===== config.mk =====
export PLATFORM = sky130hd
export DESIGN_NAME = tlv_edge
export DESIGN_NICKNAME = d
export VERILOG_FILES = /design/src/sv/tlv_pkg.sv /design/src/sv/tlv_edge.sv
export SDC_FILE = /design/constraint.sdc
export NUM_CORES = 2
export LEC_CHECK = 0
export BUFFER_PORTS_ARGS = -buffer_cell sky130_fd_sc_hd__buf_2
export CAP_MARGIN = 5
export CORE_ASPECT_RATIO = 1.25
export CORE_MARGIN = 2
export CORE_UTILIZATION = 50
export CTS_CLUSTER_DIAMETER = 150
export DETAILED_ROUTE_END_ITERATION = 10
export MAX_ROUTING_LAYER = met4
export PLACE_DENSITY = 0.67
export SKIP_CTS_REPAIR_TIMING = 1
export SYNTH_ARGS = -nofsm -noshare
export SYNTH_HDL_FRONTEND = slang
export SYNTH_SLANG_ARGS = --single-unit

===== constraint.sdc =====
create_clock -name clk -period 11.4 [get_ports clk]
set_input_delay 1.71 -clock clk [delete_from_list [all_inputs] [get_ports clk]]
set_output_delay 1.71 -clock clk [all_outputs]
set_load 0.05 [all_outputs]

===== src/sv/tlv_pkg.sv =====
`default_nettype none
package tlv_pkg;

  localparam int CITY_W     = 16;
  localparam int COORD_W    = 24;
  localparam int CNT_W      = 17;
  localparam int LEN_W      = 48;
  localparam int MAX_CITIES = 65536;
  localparam int EPOCH_W    = 8;
  localparam int ROOT_W     = COORD_W + 1;
  localparam int DSQ_W      = 2 * ROOT_W;
  localparam int REM_W      = ROOT_W + 3;
  localparam int EDGE_W     = ROOT_W + 1;
  localparam int CFG_IDX_W  = 1;

  localparam logic [CFG_IDX_W-1:0] CFG_CITY_COUNT = 1'd0;
  localparam logic [CFG_IDX_W-1:0] CFG_MIN_CITIES = 1'd1;

  localparam logic [CNT_W-1:0] CITY_COUNT_RST = CNT_W'(MAX_CITIES);

  typedef struct packed {
    logic [CITY_W-1:0]         city;
    logic signed [COORD_W-1:0] coord_x;
    logic signed [COORD_W-1:0] coord_y;
    logic                      last_city;
  } in_word_t;

  typedef struct packed {
    logic [LEN_W-1:0] path_len;
    logic             feasible;
    logic [CNT_W-1:0] cities_seen;
  } out_word_t;

  typedef struct packed {
    logic              rd_en;
    logic              mark;
    logic              tour_done;
    logic [CITY_W-1:0] addr;
  } visit_req_t;

  function automatic logic [LEN_W-1:0] sat_add(input logic [LEN_W-1:0] a,
                                               input logic [EDGE_W-1:0] e);
    logic [LEN_W:0] s;
    s = {1'b0, a} + (LEN_W+1)'(e);
    return s[LEN_W] ? {LEN_W{1'b1}} : s[LEN_W-1:0];
  endfunction

endpackage
`default_nettype wire


===== src/sv/tlv_edge.sv =====
`default_nettype none
module tlv_edge
  import tlv_pkg::*;
(
  input  wire logic                      clk,
  input  wire logic                      rst_n,
  input  wire logic                      start,
  input  wire logic signed [COORD_W-1:0] ax,
  input  wire logic signed [COORD_W-1:0] ay,
  input  wire logic signed [COORD_W-1:0] bx,
  input  wire logic signed [COORD_W-1:0] by,
  output logic                           done,
  output logic [EDGE_W-1:0]              len
);

  localparam logic [2:0] E_IDLE = 3'd0;
  localparam logic [2:0] E_SQ   = 3'd1;
  localparam logic [2:0] E_SUM  = 3'd2;
  localparam logic [2:0] E_ROOT = 3'd3;
  localparam logic [2:0] E_RND  = 3'd4;
  localparam logic [2:0] E_DONE = 3'd5;
  localparam int CNT_BITS = $clog2(ROOT_W);

  logic [2:0]          state_r, state_nxt;
  logic [ROOT_W-1:0]   dx_r, dy_r;
  logic [DSQ_W-1:0]    sqx_r, sqy_r, d_r;
  logic [ROOT_W-1:0]   root_r;
  logic [REM_W-1:0]    rem_r;
  logic [CNT_BITS-1:0] cnt_r;
  logic [EDGE_W-1:0]   len_r;

  logic signed [ROOT_W-1:0] diff_x, diff_y;
  logic [REM_W-1:0]         rem_sh, trial;

  assign diff_x = {ax[COORD_W-1], ax} - {bx[COORD_W-1], bx};
  assign diff_y = {ay[COORD_W-1], ay} - {by[COORD_W-1], by};
  assign rem_sh = {rem_r[REM_W-3:0], d_r[DSQ_W-1 -: 2]};
  assign trial  = REM_W'({root_r, 2'b01});

  always_comb begin
    state_nxt = state_r;
    case (state_r)
      E_IDLE, E_DONE: if (start) state_nxt = E_SQ;
      E_SQ:           state_nxt = E_SUM;
      E_SUM:          state_nxt = E_ROOT;
      E_ROOT:         if (cnt_r == '0) state_nxt = E_RND;
      E_RND:          state_nxt = E_DONE;
      default:        state_nxt = E_IDLE;
    endcase
  end

  always_ff @(posedge clk) begin
    if (!rst_n) begin
      state_r <= E_IDLE;
    end else begin
      state_r <= state_nxt;
    end
  end

  always_ff @(posedge clk) begin
    case (state_r)
      E_IDLE, E_DONE: begin
        dx_r <= diff_x[ROOT_W-1] ? ROOT_W'(-diff_x) : ROOT_W'(diff_x);
        dy_r <= diff_y[ROOT_W-1] ? ROOT_W'(-diff_y) : ROOT_W'(diff_y);
      end
      E_SQ: begin
        sqx_r <= dx_r * dx_r;
        sqy_r <= dy_r * dy_r;
      end
      E_SUM: begin
        d_r    <= sqx_r + sqy_r;
        root_r <= '0;
        rem_r  <= '0;
        cnt_r  <= CNT_BITS'(ROOT_W - 1);
      end
      E_ROOT: begin
        d_r   <= {d_r[DSQ_W-3:0], 2'b00};
        cnt_r <= cnt_r - 1'b1;
        if (rem_sh >= trial) begin
          rem_r  <= rem_sh - trial;
          root_r <= {root_r[ROOT_W-2:0], 1'b1};
        end else begin
          rem_r  <= rem_sh;
          root_r <= {root_r[ROOT_W-2:0], 1'b0};
        end
      end
      E_RND: begin
        len_r <= {1'b0, root_r} + EDGE_W'(rem_r > REM_W'(root_r));
      end
      default: begin
      end
    endcase
  end

  assign done = (state_r == E_DONE);
  assign len  = len_r;

  a_start_sq: assert property (@(posedge clk) disable iff (!rst_n)
    start && (state_r == E_IDLE || state_r == E_DONE) |=> state_r == E_SQ)
    else $error("edge unit ignored start");
  a_rem_bound: assert property (@(posedge clk) disable iff (!rst_n)
    state_r == E_RND |-> rem_r <= REM_W'({root_r, 1'b0}))
    else $error("root remainder out of bound");
  a_root_end: assert property (@(posedge clk) disable iff (!rst_n)
    state_r == E_ROOT && cnt_r == '0 |=> state_r == E_RND)
    else $error("root iteration overran");

endmodule
`default_nettype wire


==> results.md <==
* Status: finished, final reports clean
* Layout cell share with drive strength beyond 1 at 4.677%
* Final setup vio count at 0
* Fin crit share at 73.45%
* CTS Root Cell: clkbuf_16
* Share of the synthesized area in the top cell type at 35.13%
* Crit path max fanout at 25
* Area of the mapped netlist at 53220 um2
* Hold Path Class: flip-flop to flip-flop
* DRT iter0 DRCs at 1907
* Crit path kind: flip-flop to flip-flop
* Synth Register Bits at 285
* Slew Viols, Final at 0
* Vias/cell at 5.276
* Full die area at 109100 um2
* Initial antenna violation count at 0
* Final WL at 119.8 mm
* Met3 WL at 5.239 mm
* DIE HEIGHT at 368.8 um
* Clk_skew at 0.02323 ns
* Cell Count, Final, Fillers Out at 7169
* Measured slew at the worst slew-check pin at 1.277 ns
* Final hold violation count at 0
* Syn Area/Cell at 9.354 um2
* Max clock buf depth at 3
* Syn Nets at 7225
* Gr usage total at 23.63%
* Sequential share of the synthesized area at 16.02%
* Area growth from synthesis to layout at 6.091%
* Worst Setup Start Kind: flip-flop
* Setup total negative slack at 0 ns
* Final GP Congestion at 0.9273
* Synth unique cells at 86
* Io pins at 126
* Fin area at 56460 um2
* Met2 wire length at 63.58 mm
* H-tree depth at 2
* Post-synth EDFFs at 282
* Post-synth top flop: edfxtp_1
* Vias in the first global route at 40868
* First-pass GRT wire length at 200.1 mm
* Grt ovf at 0
* Cell count after placement at 7109
* F_max at 119.4 MHz
* DR DRC count at 0
* Crit. End Element: flip-flop
* Die X at 295.8 um
* Arr. time, crit path at 8.69 ns
* Dpl hpwl at 96.63 mm
* Met1 WL at 46.50 mm
* Average wire per standard cell at 16.70 um
* CP Data Required Time at 11.72 ns
* Rel. slew slack at 14.47%
* DRT Pass-1 Iters at 5
* Post-route antenna net violation count at 0
* Fin nets at 7263
* Area after DPL at 55380 um2
* Max Used Layer: met4
* Total clock sinks at 285
* Num CTS Buffers at 34
* Ys async rst share at 0%
* Diode count at 0
* Vias at 37824
* Final min period at 8.373 ns
* TritonCTS clock tree: built
* Synth warn at 0
* Worst-skew pair later-pin latency at 0.57 ns
* Floorplan Core Area at 105300 um2
* Maxcap violations at 0
* Fill count at 9637
* Area contributors post-synth: fa_1, edfxtp_1, ha_1
* RSZ-0062 raised after global routing: false
* Initial core utilization at 50.53%
* Largest net degree at the start of global routing at 70
* Port bufs at 125
* Mapped Cells at 5690
* Row count at 133
* Reg clk slew, reported paths at 0.06 ns
* Cell taking the most area after synthesis: fa_1
-- kinds of logic after synthesis --
group,Yosys count,share of synthesized area (%)
fa+ha+maj,1436,46.93
flops,285,16.02
simple gates,1299,11.73
buf+inv,1636,11.55
mux,26,0.4960
compound gates,739,8.846
xor+xnor,269,4.427
-- worst max-delay path: stages, from the launching register on --
cell	delay, ns
edfxtp_1	1.11
and2_1	0.29
inv_1	0.07
fa_1	0.49
inv_1	0.05
fa_1	0.49
inv_1	0.07
fa_1	0.53
inv_1	0.07
fa_1	0.50
inv_1	0.05
fa_1	0.53
inv_1	0.05
fa_1	0.49
fa_1	0.41
ha_1	0.38
nand3_1	0.18
nor2_1	0.07
a221oi_1	0.28
o21ai_0	0.24
o2111a_1	0.35
o2111a_1	0.31
or3b_1	0.40
a31o_2	0.26
a221o_1	0.33
xnor2_1	0.12
-- flip-flops by register name (all words and copies together) (netlist names) --
signal and flops:
d_r 50, sqx_r 49, sqy_r 49, rem_r 28, len 26, dx_r 25
dy_r 25, root_r 25, cnt_r 5, state_r 3
-- synthesized netlist by cell type (all sizes together) (7+ instances only) --
cell type	count
inv	1460
o21a	30
buf	7
clkbuf	169
ha	502
a221oi	8
nor4	9
edfxtp	282
a2111oi	7
o21ai	144
a21o	116
nand2b	26
or2	10
o31ai	17
nor2b	37
nor2	255
o21bai	23
mux2i	23
a31oi	30
a21boi	7
nand3	70
a21oi	239
and2	262
o211ai	15
fa	934
o22ai	7
and3	25
nand4	37
xor2	93
nor3	44
xnor2	176
or3	9
a211oi	19
a31o	12
nand2	481
-- layer usage --
| metal | up-vias | track usage [%] |
|---|---|---|
| met3 | 261 | 2.523 |
| met5 | - | - |
| li1 | 17770 | - |
| met1 | 18842 | 27.32 |
| met2 | 951 | 42.47 |
| met4 | 0 | 7.966 |
-- metrics by stage --
| step | util [%] | worst slack [ns] | hold slack (ns) |
|---|---|---|---|
| after floorplan | - | 3.419 | 0.4836 |
| after global placement | 52.57 | 3.330 | 0.4888 |
| after detailed placement | 52.57 | 3.125 | 0.4945 |
| after CTS | 53.60 | 3.112 | 0.5144 |
| after global routing | 53.60 | 2.714 | 0.5516 |
| final | 53.60 | 3.027 | 0.5169 |
-- final cells by class --
cell class | count | area, um2 | share of cell area, %
clock inverter | 19 | 206.4 | 0.3656
clock buffer | 41 | 877.1 | 1.553
multi-input combinational | 3769 | 38580 | 68.32
inverter | 1460 | 5480 | 9.706
sequential | 285 | 8528 | 15.10
tap | 1417 | 1773 | 3.140
timing repair buffer | 178 | 1023 | 1.813
-- placed cells by master (no fill, tap or decap), types with 17 or more instances in the layout --
cell type | Yosys | routed
mux2i_1 | 23 | 23
inv_1 | 1459 | 1459
ha_1 | 502 | 502
nor3_1 | 44 | 43
fa_1 | 934 | 934
nor2b_1 | 37 | 36
a21o_1 | 116 | 116
xor2_1 | 93 | 93
o21ai_0 | 143 | 143
o31ai_1 | 17 | 17
and3_1 | 25 | 25
nand2b_1 | 26 | 26
buf_2 | 1 | 125
a211oi_1 | 19 | 19
o21a_1 | 30 | 30
o21bai_1 | 23 | 23
clkbuf_16 | 0 | 34
and2_1 | 261 | 261
a31oi_1 | 30 | 30
xnor2_1 | 176 | 176
nand2_1 | 481 | 481
a21oi_1 | 239 | 239
buf_4 | 1 | 53
nor2_1 | 254 | 252
edfxtp_1 | 282 | 282
nand4_1 | 37 | 37
nand3_1 | 69 | 69
-- worst paths after layout --
check	startpoint	to	slack, ns	cells after the start
worst min-delay path	d_r[0]	d_r[2]	0.52	2
worst max-delay path	dy_r[5]	sqy_r[49]	3.03	25
worst max register to register	dy_r[5]	sqy_r[49]	3.03	25
worst min register to register	d_r[0]	d_r[2]	0.52	2
Power is left out: the tool's default activity adds up to more than one toggle a clock period on the data nets, which glitch-free logic cannot reach.
